<file path="src/rtl/cfq_pkg.sv">
// Shared constants, types and helpers for the circular FIFO queue.
`default_nettype none
package cfq_pkg;

	localparam int DEPTH       = 32;
	localparam int DATA_WIDTH  = 32;
	localparam int MAX_RESULTS = 32;

	localparam int AW       = $clog2(DEPTH);
	localparam int CW       = $clog2(DEPTH + 1);
	localparam int STORE_W  = (DATA_WIDTH < 32) ? DATA_WIDTH : 32;
	localparam int DUMP_MAX = (DEPTH < MAX_RESULTS) ? DEPTH : MAX_RESULTS;
	localparam int RW       = $clog2(DUMP_MAX + 1);

	typedef enum logic [2:0] {
		OP_INSERT = 3'd0,
		OP_DELETE = 3'd1,
		OP_PEEK   = 3'd2,
		OP_CLEAR  = 3'd3,
		OP_DUMP   = 3'd4
	} op_t;

	typedef enum logic [1:0] {
		ST_OK    = 2'd0,
		ST_FULL  = 2'd1,
		ST_EMPTY = 2'd2
	} status_t;

	typedef enum logic {
		S_IDLE,
		S_EMIT
	} state_t;

	typedef struct packed {
		logic [2:0]  opcode;
		logic [31:0] data_in;
	} req_word_t;

	typedef struct packed {
		logic [1:0]  status;
		logic [31:0] data_out;
		logic        last;
	} rsp_word_t;

	function automatic logic [AW-1:0] next_slot(input logic [AW-1:0] p);
		logic [AW-1:0] n;
		begin
			if (p == AW'(DEPTH - 1))
				n = '0;
			else
				n = p + AW'(1);
			return n;
		end
	endfunction

endpackage
`default_nettype wire

</file>
<file path="src/rtl/cfq_ram.sv">
// Generic single-clock RAM: one write port, one read port, registered read.
`default_nettype none
module cfq_ram #(
	parameter int WIDTH = 32,
	parameter int DEPTH = 32
) (
	input  wire logic                     clk,
	input  wire logic                     we,
	input  wire logic [$clog2(DEPTH)-1:0] waddr,
	input  wire logic [WIDTH-1:0]         wdata,
	input  wire logic                     re,
	input  wire logic [$clog2(DEPTH)-1:0] raddr,
	output logic      [WIDTH-1:0]         rdata
);

	logic [WIDTH-1:0] mem [DEPTH];

	always_ff @(posedge clk) begin
		if (we)
			mem[waddr] <= wdata;
		if (re)
			rdata <= mem[raddr];
	end

endmodule
`default_nettype wire

</file>
<file path="src/rtl/circular_fifo_queue.sv">
// Top level of the opcode-driven circular FIFO queue.
`default_nettype none
// Ring-buffer FIFO of DEPTH words held in one synchronous RAM. Each request word
// carries an opcode: insert, delete, peek, clear or dump; unused opcodes are
// taken and give no response. Insert, clear, and any request that finds the
// queue full or empty answer straight away, so a run of them goes at one word
// per cycle while the response side keeps up. Delete and peek answer from
// S_EMIT once the RAM read returns, and the next request is taken once the
// queue is back in S_IDLE. Dump reads the RAM and gives one response per stored
// word, oldest first, up to MAX_RESULTS words, at one word per cycle while the
// receiver keeps up; no request is taken until the final word (last set) is
// loaded into the response register. The one-deep response register takes a
// new request in the cycle that the waiting response leaves, and stalls
// requests for as long as the receiver holds that response back.
module circular_fifo_queue (
	input  wire logic               clk,
	input  wire logic               arst_n,
	input  wire logic               req_valid,
	output logic                    req_stall,
	input  wire cfq_pkg::req_word_t req,
	output logic                    rsp_valid,
	input  wire logic               rsp_stall,
	output cfq_pkg::rsp_word_t      rsp
);
	import cfq_pkg::*;

	state_t        state_q, state_d;
	logic [AW-1:0] head_q, head_d;
	logic [AW-1:0] tail_q, tail_d;
	logic [CW-1:0] count_q, count_d;
	logic [AW-1:0] rd_ptr_q, rd_ptr_d;
	logic [RW-1:0] rem_q, rem_d;

	logic          rsp_valid_q;
	rsp_word_t     rsp_q, rsp_d;
	logic          load_rsp;

	logic               ram_we, ram_re;
	logic [AW-1:0]      ram_waddr, ram_raddr;
	logic [STORE_W-1:0] ram_rdata;

	logic slot_free, accept;

	cfq_ram #(
		.WIDTH(STORE_W),
		.DEPTH(DEPTH)
	) u_ram (
		.clk  (clk),
		.we   (ram_we),
		.waddr(ram_waddr),
		.wdata(req.data_in[STORE_W-1:0]),
		.re   (ram_re),
		.raddr(ram_raddr),
		.rdata(ram_rdata)
	);

	assign slot_free = !rsp_valid_q || !rsp_stall;
	assign accept    = req_valid && (state_q == S_IDLE) && slot_free;
	assign req_stall = !((state_q == S_IDLE) && slot_free);
	assign rsp_valid = rsp_valid_q;
	assign rsp       = rsp_q;

	always_comb begin
		state_d   = state_q;
		head_d    = head_q;
		tail_d    = tail_q;
		count_d   = count_q;
		rd_ptr_d  = rd_ptr_q;
		rem_d     = rem_q;
		ram_we    = 1'b0;
		ram_re    = 1'b0;
		ram_waddr = tail_q;
		ram_raddr = head_q;
		load_rsp  = 1'b0;
		rsp_d     = '{status: ST_OK, data_out: '0, last: 1'b1};

		unique case (state_q)
			S_IDLE: begin
				if (accept) begin
					unique case (req.opcode) inside
						OP_INSERT: begin
							load_rsp = 1'b1;
							if (count_q == CW'(DEPTH)) begin
								rsp_d.status = ST_FULL;
							end else begin
								ram_we  = 1'b1;
								tail_d  = next_slot(tail_q);
								count_d = count_q + CW'(1);
							end
						end
						OP_DELETE, OP_PEEK: begin
							if (count_q == '0) begin
								load_rsp     = 1'b1;
								rsp_d.status = ST_EMPTY;
							end else begin
								ram_re  = 1'b1;
								rem_d   = RW'(1);
								state_d = S_EMIT;
								if (req.opcode == OP_DELETE) begin
									head_d  = next_slot(head_q);
									count_d = count_q - CW'(1);
								end
							end
						end
						OP_CLEAR: begin
							load_rsp = 1'b1;
							head_d   = '0;
							tail_d   = '0;
							count_d  = '0;
						end
						OP_DUMP: begin
							if (count_q == '0) begin
								load_rsp     = 1'b1;
								rsp_d.status = ST_EMPTY;
							end else begin
								ram_re   = 1'b1;
								rd_ptr_d = next_slot(head_q);
								rem_d    = (count_q > CW'(DUMP_MAX)) ? RW'(DUMP_MAX)
								                                      : RW'(count_q);
								state_d  = S_EMIT;
							end
						end
						default: begin
						end
					endcase
				end
			end
			S_EMIT: begin
				// read data stays put until consumed; next read goes out as it leaves
				if (slot_free) begin
					load_rsp       = 1'b1;
					rsp_d.data_out = 32'(ram_rdata);
					rsp_d.last     = (rem_q == RW'(1));
					rem_d          = rem_q - RW'(1);
					if (rem_q == RW'(1)) begin
						state_d = S_IDLE;
					end else begin
						ram_re    = 1'b1;
						ram_raddr = rd_ptr_q;
						rd_ptr_d  = next_slot(rd_ptr_q);
					end
				end
			end
			default: begin
				state_d = S_IDLE;
			end
		endcase
	end

	always_ff @(posedge clk or negedge arst_n) begin
		if (!arst_n) begin
			state_q     <= S_IDLE;
			head_q      <= '0;
			tail_q      <= '0;
			count_q     <= '0;
			rd_ptr_q    <= '0;
			rem_q       <= '0;
			rsp_valid_q <= 1'b0;
		end else begin
			state_q  <= state_d;
			head_q   <= head_d;
			tail_q   <= tail_d;
			count_q  <= count_d;
			rd_ptr_q <= rd_ptr_d;
			rem_q    <= rem_d;
			if (load_rsp)
				rsp_valid_q <= 1'b1;
			else if (!rsp_stall)
				rsp_valid_q <= 1'b0;
		end
	end

	always_ff @(posedge clk) begin
		if (load_rsp)
			rsp_q <= rsp_d;
	end

endmodule
`default_nettype wire

</file>
<file path="config.mk">
export PLATFORM = sky130hd
export DESIGN_NAME = circular_fifo_queue
export DESIGN_NICKNAME = d
export VERILOG_FILES = /design/src/rtl/cfq_pkg.sv /design/src/rtl/cfq_ram.sv /design/src/rtl/circular_fifo_queue.sv
export SDC_FILE = /design/constraint.sdc
export NUM_CORES = 1
export LEC_CHECK = 0
export ABC_AREA = 0
export BUFFER_PORTS_ARGS = -buffer_cell sky130_fd_sc_hd__buf_4
export CAP_MARGIN = 5
export CORE_ASPECT_RATIO = 0.8
export CORE_MARGIN = 1.5
export CORE_UTILIZATION = 59
export DETAILED_ROUTE_END_ITERATION = 12
export PLACE_DENSITY = 0.75
export SYNTH_ARGS = -nofsm -noshare
export SYNTH_HDL_FRONTEND = slang
export SYNTH_SLANG_ARGS = --single-unit
</file>
<file path="constraint.sdc">
create_clock -name clk -period 5.4 [get_ports clk]
set_input_delay 1.35 -clock clk [delete_from_list [all_inputs] [get_ports clk]]
set_output_delay 1.35 -clock clk [all_outputs]
set_load 0.02 [all_outputs]
</file>
==> After elaboration in Yosys (flattened, before gate mapping) <==
Memories as Yosys holds them, arrays and structs flattened. A register that Yosys moved wholly into a read port is not among the register bits.
Cells that the tools add are included.
{ "totals": {"reg_bits": 64, "ramBits": 1024, "out_inout_bits": 37, "word_cells": 115, "memories": 1} }
{ "mem_list": {"columns": ["memory", "depth", "word_bits", "rd", "rd_ports_with_merged_regs", "write_ports", "line_no", "text"], "rows": [
  ["u_ram.mem", 32, 32, 1, 1, 1, "cfq_ram.sv:16", "logic [WIDTH-1:0] mem [DEPTH];"]
]} }
{ "op_classes": {"n_addsub": 6, "n_lt_le_gt_ge": 1, "eq_ne": 21, "mux": 52, "bitwise": 2, "n_reduce_logical": 22} }
{ "op_table": {"columns": ["cell", "count"], "rows": [
  ["5-bit 2-to-1 mux", 14],
  ["6-bit 2-to-1 mux", 8],
  ["5-bit case mux with 2 select lines", 3],
  ["6-bit case mux with 2 select lines", 2],
  ["1-bit 2-to-1 mux", 18],
  ["6-bit case mux with 3 select lines", 1],
  ["5-bit by 1-bit adder with 5-bit output (second input constant)", 3],
  ["5-bit equality test (second input constant)", 3],
  ["5-bit AND reduction", 3],
  ["2-bit inequality test (second input constant)", 6],
  ["6-bit by 1-bit subtractor with 6-bit output (second input constant)", 2],
  ["1-bit case mux with 2 select lines", 4],
  ["6-bit by 1-bit adder with 6-bit output (second input constant)", 1],
  ["3-bit by 2-bit equality test with 1-bit output (second input constant)", 2],
  ["6-bit by 1-bit equality test with 1-bit output (second input constant)", 1],
  ["6-bit equality test (second input constant)", 1],
  ["6-bit > comparator (second input constant)", 1],
  ["6-bit zero test", 1],
  ["2-bit by 1-bit inequality test with 1-bit output (second input constant)", 3],
  ["3-bit inequality test (second input constant)", 2],
  ["6-bit AND reduction", 1],
  ["2-bit OR reduction", 3],
  ["2-bit case mux with 2 select lines", 1],
  ["4-bit AND reduction", 1],
  ["other kinds (13)", 19]
]} }

==> Depth between registers and ports, before layout <==
Gate-level depths: netlist of the first run.
{ "logic_depth": {"word_depth": 7, "ltp_mapped": 11, "ltp_nobuf": 9} }

==> Cells and area by module <==
Synthesis of the first run repeated with hierarchy kept, for this count alone.
{ "hier_totals": {"hier_cells": 2566, "area_unflattened_um2": 44194.9} }
{ "modules_own_cells": {"columns": ["mod", "n_inst", "cells_per_inst", "area_per_inst_um2", "seq_area_each_um2"], "rows": [
  ["cfq_ram", 1, 2260, 40812.9, 31710.4],
  ["circular_fifo_queue", 1, 306, 3382.0, 1776.7]
]} }

==> Worst setup path before layout of the first run <==
Ideal clock, no wire load.
{ "synth_path": {"path_type": "input-to-reg", "start": "in req[34] in the netlist's numbering", "end": "reg u_ram.rdata[0], read port of u_ram.mem, enable pin", "arrival_ns": 4.617, "required_ns": 4.934, "setup_slack_ns": 0.317, "cell_stages": 6, "path_buffers": 2, "path_cell_list": "buf_2 or3b_2 clkbuf_1 o21ai_0 nand3_1 o21ai_0"} }
{ "synth_via": {"elab_chain_len": 5, "word_cells_on_any_way": 7, "classes_between": "3 x eq/ne; 3 x mux; 1 x reduce/logical"} }
{ "synth_rtl": {"columns": ["item", "line_no", "text"], "rows": [
  ["start: declaration", "circular_fifo_queue.sv:20", "input wire cfq_pkg::req_word_t req,"],
  ["3-bit by 1-bit equality test with 1-bit output (tied with other cells)", null, null],
  ["3-bit OR reduction (no source line) *", null, null],
  ["1-bit 2-to-1 mux *", null, null],
  ["1-bit 2-to-1 mux *", "circular_fifo_queue.sv:79", "if (accept) begin"],
  ["1-bit case mux with 2 select lines *", "circular_fifo_queue.sv:77", "unique case (state_q)"],
  ["via ram_re", "circular_fifo_queue.sv:38", "logic ram_we, ram_re;"],
  ["end: declaration", "cfq_ram.sv:13", "output logic [WIDTH-1:0] rdata"]
]} }
The timed path passes the listed nets; every way through them passes the cells marked *.
A chain may end at the register's enable or synchronous reset.

==> Worst setup path after layout of the first run <==
{ "layout_path": {"start": "reg rem_q[2]", "end": "reg u_ram.rdata[16], read port of u_ram.mem (data pin)"} }
{ "layout_via": {"elab_chain_len": 4, "word_cells_on_any_way": 7, "classes_between": "1 x eq/ne; 6 x mux"} }
{ "layout_rtl": {"columns": ["item", "line_no", "text"], "rows": [
  ["start: declaration", "circular_fifo_queue.sv:32", "logic [RW-1:0] rem_q, rem_d;"],
  ["start signal: assignment", "circular_fifo_queue.sv:165", "rem_q <= rem_d;"],
  ["6-bit by 1-bit equality test with 1-bit output *", "circular_fifo_queue.sv:135", "if (rem_q == RW'(1)) begin"],
  ["1-bit 2-to-1 mux / 5-bit 2-to-1 mux (equally long branches)", "circular_fifo_queue.sv:135", null],
  ["1-bit 2-to-1 mux / 5-bit 2-to-1 mux (equally long branches)", "circular_fifo_queue.sv:130", "if (slot_free) begin"],
  ["1-bit case mux with 2 select lines / 5-bit 2-to-1 mux (equally long branches)", "circular_fifo_queue.sv:77", null]
]} }
Every way passes the cells marked *; elsewhere a longest branch is shown, timed or not.

==> results of run 1 <==
==> worst paths after layout <==
kind	to	slack, ns	cells past startpoint
min reg2reg	rsp[17]$_SDFFCE_PN0P_	0.52	1
max reg2reg	u_ram.rdata[16]$_DFFE_PP_	1.24	8
min in group asynchronous	count_q[3]$_DFFE_PN0P_	0.60	1
min	rsp[17]$_SDFFCE_PN0P_	0.52	1
max in group asynchronous	head_q[2]$_DFFE_PN0P_	4.50	1
max	u_ram.rdata[16]$_DFFE_PP_	1.24	8
==> routing by layer <==
metal | vias up | part of all wire (%)
met5 | - | 0.010
met4 | 2 | 4.7
met3 | 343 | 14
met2 | 2581 | 44
met1 | 15400 | 38
li1 | 13300 | -
==> power breakdown <==
group	internal, mW	switching [mW]
registers	10.1	0.359
clock network	4.07	3.22
logic	2.82	7.13
==> Yosys cell counts (3+ instances only) <==
| master | count | area share, % |
|---|---|---|
| sky130_fd_sc_hd__nor4_2 | 30 | 0.82 |
| sky130_fd_sc_hd__mux2i_1 | 16 | 0.35 |
| sky130_fd_sc_hd__nor2_1 | 57 | 0.47 |
| sky130_fd_sc_hd__inv_1 | 16 | 0.13 |
| sky130_fd_sc_hd__nor4_1 | 5 | 0.069 |
| sky130_fd_sc_hd__ha_1 | 15 | 0.41 |
| sky130_fd_sc_hd__buf_1 | 3 | 0.025 |
| sky130_fd_sc_hd__nand4_1 | 130 | 1.8 |
| sky130_fd_sc_hd__and3_1 | 5 | 0.069 |
| sky130_fd_sc_hd__nor2b_1 | 8 | 0.11 |
| sky130_fd_sc_hd__xnor2_1 | 4 | 0.077 |
| sky130_fd_sc_hd__nor3_1 | 8 | 0.088 |
| sky130_fd_sc_hd__a21o_1 | 6 | 0.099 |
| sky130_fd_sc_hd__clkbuf_1 | 217 | 1.8 |
| sky130_fd_sc_hd__nand2b_1 | 5 | 0.069 |
| sky130_fd_sc_hd__nand2_1 | 43 | 0.35 |
| sky130_fd_sc_hd__or3_1 | 3 | 0.041 |
| sky130_fd_sc_hd__nand3b_1 | 3 | 0.049 |
| sky130_fd_sc_hd__o31ai_1 | 6 | 0.099 |
| sky130_fd_sc_hd__edfxtp_1 | 1091 | 72 |
| sky130_fd_sc_hd__buf_2 | 65 | 0.71 |
| sky130_fd_sc_hd__dfrtp_1 | 29 | 1.6 |
| sky130_fd_sc_hd__and2_1 | 33 | 0.45 |
| sky130_fd_sc_hd__o21ai_0 | 535 | 5.9 |
| sky130_fd_sc_hd__or3b_2 | 4 | 0.077 |
| sky130_fd_sc_hd__a21oi_1 | 15 | 0.16 |
| sky130_fd_sc_hd__buf_6 | 7 | 0.17 |
| sky130_fd_sc_hd__nand3_1 | 1044 | 11 |
==> layout make-up <==
class | instances | area, um^2 | share of cell area, %
flip-flops and latches | 1120 | 33500 | 65.4
multi-input cells | 2010 | 11300 | 22.1
clock buffers | 121 | 2670 | 5.21
repair buffers | 177 | 1740 | 3.39
well taps | 1023 | 1280 | 2.50
clock inverters | 68 | 672 | 1.31
inverters | 16 | 60.1 | 0.117
diodes | 2 | 5.00 | 0.00977
==> cell families after synthesis <==
kind of cell / count (synthesis) / share of synthesized area [%]
adder cells (fa/ha/maj): 16 / 0.455
AO/OA/AOI/OAI: 582 / 6.66
XOR/XNOR: 6 / 0.115
AND/OR/NAND/NOR: 1387 / 16.1
flip-flops: 1120 / 73.4
buffers and inverters: 311 / 2.89
multiplexers: 19 / 0.436
==> through the flow <==
stage / util [%] / instances / instance area (um^2) / worst slack [ns] / hold slack (ns)
finish: 66.6 / 4537 / 51200 / 1.24 / 0.520
global placement: 62.3 / 4345 / 47800 / 0.982 / 0.507
global route: 66.6 / 4536 / 51200 / 1.15 / 0.540
CTS: 66.6 / 4534 / 51200 / 1.30 / 0.524
detailed placement: 62.3 / 4345 / 47800 / 0.914 / 0.508
floorplan: - / 3441 / 45600 / 0.317 / 0.491
==> cell usage in the layout (no fill, tap or decap), types with 3 or more instances in the layout <==
master,synthesis,layout
sky130_fd_sc_hd__nor4_1,5,5
sky130_fd_sc_hd__inv_6,0,4
sky130_fd_sc_hd__and2_1,33,33
sky130_fd_sc_hd__and3_1,5,5
sky130_fd_sc_hd__ha_1,15,15
sky130_fd_sc_hd__clkinv_1,0,16
sky130_fd_sc_hd__nand2_1,43,43
sky130_fd_sc_hd__o21ai_0,535,533
sky130_fd_sc_hd__xnor2_1,4,4
sky130_fd_sc_hd__nor3_1,8,8
sky130_fd_sc_hd__clkbuf_1,217,17
sky130_fd_sc_hd__nand3b_1,3,3
sky130_fd_sc_hd__clkbuf_16,0,104
sky130_fd_sc_hd__nor2b_1,8,8
sky130_fd_sc_hd__or3_1,3,3
sky130_fd_sc_hd__clkinvlp_4,0,5
sky130_fd_sc_hd__nand4_1,130,130
sky130_fd_sc_hd__inv_1,16,16
sky130_fd_sc_hd__nand2b_1,5,5
sky130_fd_sc_hd__bufinv_16,0,11
sky130_fd_sc_hd__nand3_1,1044,1044
sky130_fd_sc_hd__edfxtp_1,1091,1091
sky130_fd_sc_hd__a21o_1,6,6
sky130_fd_sc_hd__buf_12,0,31
sky130_fd_sc_hd__buf_4,2,145
sky130_fd_sc_hd__o21ai_4,0,3
sky130_fd_sc_hd__mux2i_4,0,16
sky130_fd_sc_hd__a21oi_1,15,15
sky130_fd_sc_hd__o31ai_1,6,6
sky130_fd_sc_hd__nor2_1,57,25
sky130_fd_sc_hd__nor4_2,30,30
sky130_fd_sc_hd__dfrtp_1,29,29
sky130_fd_sc_hd__or3b_2,4,4
sky130_fd_sc_hd__nor2_4,0,32
sky130_fd_sc_hd__clkinv_2,0,27
==> state kept, by name, summed over array words and instances (netlist names), 5 cells and up <==
signal and flops:
rem_q 6, ram_waddr 5, count_q 6, head_q 5
u_ram.rdata 32, u_ram.mem 1024, rsp 35, rd_ptr_q 5
==> worst reg2reg max path, cell delays in order, from the launching register on <==
cell	delay [ns]
sky130_fd_sc_hd__dfrtp_1	0.44
sky130_fd_sc_hd__or3_1	0.58
sky130_fd_sc_hd__o21ai_4	0.80
sky130_fd_sc_hd__buf_4	0.42
sky130_fd_sc_hd__mux2i_4	0.83
sky130_fd_sc_hd__nand3_1	0.30
sky130_fd_sc_hd__nand4_1	0.29
sky130_fd_sc_hd__nor4_2	0.08
sky130_fd_sc_hd__buf_4	0.16
==> results by group, run 1 <==
Critical path
  • Crit path buffers/inverters: 2
  • Crit path launch type: flip-flop
  • Kind of end point of the critical path: flip-flop
  • Timing startpoint of the critical path: rem_q[2]$_DFFE_PN0P_
  • CP Cell Sequence: or3_1, o21ai_4, buf_4, mux2i_4, nand3_1, nand4_1, nor4_2, buf_4
  • Critical-path top delay cell: sky130_fd_sc_hd__mux2i_4
  • Cell class contributing the biggest share of worst-path delay: simple AND/OR/NAND/NOR gates
  • Signal arrival time at the worst endpoint: ~4.6 ns
  • Startpoint-to-endpoint class of the critical path: flip-flop to flip-flop
  • Most used cell along the critical path: sky130_fd_sc_hd__buf_4
  • Crit path largest cell delay: 0.82 ns
  • Highest fanout seen on the critical path: 21
  • Required time at the endpoint of the critical path: between 5 and 6 ns
  • Startpoint of the most critical register-to-register path: rem_q[2]$_DFFE_PN0P_

STA
  • Slew Viols, Final: 0
  • Post-layout min period: roughly 4.2 ns
  • Final worst clock skew: about 0.028 ns
  • Tcrit/Tclk final: about three quarters
  • Final hold viol count: 0
  • Worst Tran Pin Value: around 1.2 ns
  • Unrepaired setup endpoints after global routing: false
  • Fmax achieved: between 200 and 250 MHz
  • Total Negative Setup Slacks: 0 ns
  • Setup violation total in the final timing report: 0
  • Worst rel slew slack: between 15 and 20%

Drt
  • Number of remaining DRC errors: 0
  • Drt total wl: 129000 um
  • Avg Vias per Cell: a little under 7
  • Count of vias placed by the detailed router: 31600
  • DR WL/cell: 28.5 um
  • First-iteration detailed-routing DRC count: 5718
  • First-pass iteration count of the detailed router: 6
  • Final antenna-violating net count: 0

Synthesis
  • Count of flip-flops with a built-in enable after synthesis: 1091
  • Net count after synthesis: about 3500
  • Cells after Synth: around 3400
  • Count of yosys warnings during synthesis: 0
  • Top flip-flop cell by instance count after synthesis: sky130_fd_sc_hd__edfxtp_1
  • Synth Register Bits: 1120
  • Part of the Yosys area used for sequential elements: 73.4%
  • Asr flop ratio synth: approximately 2.6%
  • Area of the mapped netlist: 45600 um^2
  • Syn avg cell area: about 13 um^2
  • Number of distinct library cell variants in the gate-level netlist after synthesis: 57

Die
  • Row cnt: 91
  • Starting utilization of the core area: just under 60%
  • IO Count: 76
  • Area of the die: 79000 um^2
  • Die width: 314 um
  • Area of the placeable core: between 70000 and 80000 um^2
  • Chip Height: between 200 and 300 um

Global route
  • Maximum number of pins on one net before global-route repair: 138
  • Leftover overflow at the end of global routing: 0
  • Via count of the first global-routing pass: ~30000
  • Met3 Usage GRT: under 10%
  • Global router's overall resource usage: about a third
  • Most utilized layer in the global route result: met1
  • Wire length of the first global-routing pass: approximately 190000 um
  • Met2 GRT Util: a little under half
  • Antenna violations before repair: 4
  • Met1 layer usage reported by global route: between 40% and 50%

Clock tree
  • Clock edge transition at the registers on the reported setup and hold paths: ~0.060 ns
  • TritonCTS clock tree: built
  • Post-CTS Setup Bufs: 0
  • Post-CTS sizing: 0
  • Clk root buf: sky130_fd_sc_hd__clkbuf_16
  • Number of CTS-inserted buffers: approximately 100
  • Maximum clock insertion buffer count: 3
  • Clock latency on the worst-skew pair: 0.71 ns
  • Num Clock Sinks: 1120
  • Clock H-tree levels: 3
  • CTS hold repair buffers: 0

Place
  • DP HPWL: around 73000 um
  • Port Buffer Count: between 70 and 80
  • Final weighted congestion in routability-driven placement: between 0.9 and 1

Power
  • Leakage dissipation: between 15 and 20 nW
  • Power density over the cells: between 500 and 600 nW/um^2
  • IR drop worst, VDD: between 0.5 and 0.6 mV
  • Final Power: ~28 mW

Hold path
  • Source of the worst hold timing path: u_ram.rdata[16]$_DFFE_PP_
  • Min-delay worst type: flip-flop to flip-flop

Run
  • Number of max-cap violations: 0

Outcome
  • Run status: complete, no violations

Finish
  • Fraction of final layout cells sized beyond drive strength 1: 12.2%
  • Growth of design area from synthesis to finish: 12.2%
  • Fillers: around 5200
  • Fin nets: between 3000 and 4000
No activity file was read; power rests on OpenSTA's default activity.
==> inputs of run 2 (changes only) <==
CORE_UTILIZATION = 57   (was 59)
PLACE_DENSITY = 0.76   (was 0.75)
clock period = 3.8 ns   (was 5.4 ns; I/O delays follow)
==> run 2 against run 1 <==
Clock power rose by 40%. Final cell count rose by 1.3%. Power rose by 41%. Via count rose by 0.11%. Global-route usage fell by 1.6 points.
==> results by group, run 2 (synthesized netlist as in run 1, its figures left out) <==
Critical path
  • R2R setup slack: 0.45 ns (-0.80 ns)
  • Startpoint of the most critical register-to-register path: rem_q[2]$_DFFE_PN0P_
  • Crit path launch type: flip-flop
  • Required time at the endpoint of the critical path: 4.23 ns (-1.61 ns)
  • Signal arrival time at the worst endpoint: 3.78 ns (-0.81 ns)
  • CP Cell Sequence: or3_1, o21ai_4, mux2i_4, buf_4, nand3_1, nand4_1, nor4_2
  • Reg-to-Reg End: u_ram.rdata[28]$_DFFE_PP_
  • Kind of end point of the critical path: flip-flop
  • Crit path largest cell delay: 0.69 ns (-0.13 ns)
  • Critical path endpoint: u_ram.rdata[28]$_DFFE_PP_
  • FF-to-FF path depth: 7 (-1)
  • Critical-path top delay cell: sky130_fd_sc_hd__o21ai_4
  • Startpoint-to-endpoint class of the critical path: flip-flop to flip-flop
  • Timing startpoint of the critical path: rem_q[2]$_DFFE_PN0P_
  • Highest fanout seen on the critical path: 14 (-33%)

Drt
  • DR WL/cell: 28.0 um (-1.8%)
  • First-pass iteration count of the detailed router: 6 (unchanged)
  • Avg Vias per Cell: 6.88 (-1.2%)
  • Number of remaining DRC errors: 0 (unchanged)
  • Final antenna-violating net count: 0 (unchanged)
  • Drt total wl: 129000 um (-0.50%)
  • Count of vias placed by the detailed router: 31600 (+0.11%)
  • First-iteration detailed-routing DRC count: 5310 (-7.1%)

Clock tree
  • Post-CTS sizing: 0 (unchanged)
  • Maximum clock insertion buffer count: 3 (unchanged)
  • CTS hold repair buffers: 0 (unchanged)
  • Number of CTS-inserted buffers: 103 (-0.96%)
  • Clock H-tree levels: 3 (unchanged)
  • Clock latency on the worst-skew pair: 0.69 ns (-0.02 ns)
  • TritonCTS clock tree: built
  • Num Clock Sinks: 1120 (unchanged)
  • Clock edge transition at the registers on the reported setup and hold paths: 0.07 ns (about the same)
  • Post-CTS Setup Bufs: 0 (unchanged)
  • Clk root buf: sky130_fd_sc_hd__clkbuf_16

Global route
  • Via count of the first global-routing pass: 29500 (-1.1%)
  • Antenna violations before repair: 6 (+2)
  • Maximum number of pins on one net before global-route repair: 117 (-15%)
  • Global router's overall resource usage: 31.2% (-1.6 points)
  • Wire length of the first global-routing pass: 191000 um (-0.44%)
  • Leftover overflow at the end of global routing: 0 (unchanged)

Run
  • Number of max-cap violations: 0 (unchanged)

Finish
  • Register with the highest flop count: u_ram.mem
  • Number of flip-flops under the largest register name: 1024 (unchanged)
  • Growth of design area from synthesis to finish: 14.2%
  • Post-route insts no fill: 4596 (+1.3%)
  • Commonest cells after routing, fill and taps aside: 1091 x sky130_fd_sc_hd__edfxtp_1, 1044 x sky130_fd_sc_hd__nand3_1, 533 x sky130_fd_sc_hd__o21ai_0
  • Most common library cell in the layout ignoring fill and taps: sky130_fd_sc_hd__edfxtp_1
  • Fin nets: 3535 (+1.5%)
  • Fraction of final layout cells sized beyond drive strength 1: 13.1% (+0.93 points)
  • Final core utilization: 66.0% (-0.64 points)

STA
  • Final worst clock skew: 0.0386 ns (+0.0106 ns)
  • Slew Viols, Final: 0 (unchanged)
  • Min setup slack post-route: 0.447 ns (-0.798 ns)
  • Unrepaired setup endpoints after global routing: false
  • Worst Tran Pin Value: 0.805 ns (-0.417 ns)
  • Post-layout min period: 3.35 ns (-0.802 ns)
  • Setup violation total in the final timing report: 0 (unchanged)
  • Final hold viol count: 0 (unchanged)
  • Tcrit/Tclk final: 88.2% (+11 points)
  • Worst rel slew slack: 46.1% (+29 points)
  • Fmax achieved: 298 MHz (+24%)
  • Final-layout worst hold slack: 0.165 ns (-0.356 ns)

Place
  • Cells after DPL: 4409 (+1.5%)
  • Minimum setup slack after placement: 0.319 ns (-0.595 ns)
  • DP HPWL: 69200 um (-5.5%)
  • Port Buffer Count: 75 (unchanged)
  • Final weighted congestion in routability-driven placement: 0.861 (-5.0%)

Die
  • Die width: 319 um (+1.7%)
  • IO Count: 76 (unchanged)
  • Row cnt: 92 (+1.1%)
  • Area of the die: 81800 um^2 (+3.5%)
  • Starting utilization of the core area: 57.8% (-1.6 points)
  • Area of the placeable core: 79000 um^2 (+2.7%)
  • Chip Height: 256 um (+1.7%)

Outcome
  • Run status: complete, no violations

Power
  • IR drop worst, VDD: 0.535 mV (-8.7%)
  • Leakage dissipation: 16.6 nW (+2.2%)
  • Power density over the cells: 751 nW/um^2 (+39%)

Hold path
  • Min-delay worst type: input port to async pin
-- run 2: critical path, delay by kind of cell, from the launching register on --
kind / cells / cell delay, ns
flip-flops: 1 / 0.44
AND/OR/NAND/NOR: 4 / 0.92
buffers and inverters: 1 / 0.39
AO/OA/AOI/OAI: 1 / 0.69
multiplexers: 1 / 0.63
-- run 2: power by group --
group	switching, mW	internal [mW]	total (mW)
clock	4.48	5.75	10.2
combinational	9.68	4.44	14.1
sequential	0.399	14.4	14.8
total	14.6	24.6	39.1
-- run 2: layout make-up --
cell class | instances | area [um^2]
diodes | 3 | 7.51
well taps | 1034 | 1290
repair buffers | 229 | 2670
flip-flops and latches | 1120 | 33500
fillers | 5384 | 26800
clock inverters | 63 | 624
multi-input cells | 2010 | 11300
clock buffers | 121 | 2670
inverters | 16 | 60.1
-- run 2: metrics by stage --
| step | setup TNS (ns) | area [um^2] | power, mW |
|---|---|---|---|
| final | 0 | 52100 | 39.1 |
| after CTS | 0 | 52100 | 39.0 |
| after global placement | 0 | 48800 | 28.6 |
| after detailed placement | 0 | 48800 | 28.8 |
| after global routing | 0 | 52100 | 40.7 |
| after floorplan | -9.96 | 45600 | 23.7 |
-- run 2: worst min path at each step --
stage | end | from
after global routing | rsp_valid$_DFFE_PN0P_ | arst_n
after CTS | rsp_valid$_DFFE_PN0P_ | arst_n
after detailed placement | rsp[15]$_SDFFCE_PN0P_ | u_ram.rdata[14]$_DFFE_PP_
after floorplan | count_q[3]$_DFFE_PN0P_ | count_q[3]$_DFFE_PN0P_
after global placement | rsp[21]$_SDFFCE_PN0P_ | u_ram.rdata[20]$_DFFE_PP_
final | rsp_valid$_DFFE_PN0P_ | arst_n
-- run 2: routing by layer --
layer | share of wire [%] | vias up | GRT usage [%] | wire [um]
met3 | 13 | 363 | 7.90 | 16400
li1 | - | 13400 | - | -
met2 | 45 | 2319 | 45.7 | 57400
met4 | 4.3 | 4 | 12.6 | 5480
met1 | 38 | 15500 | 45.0 | 49500
met5 | 0.015 | - | 0 | 19
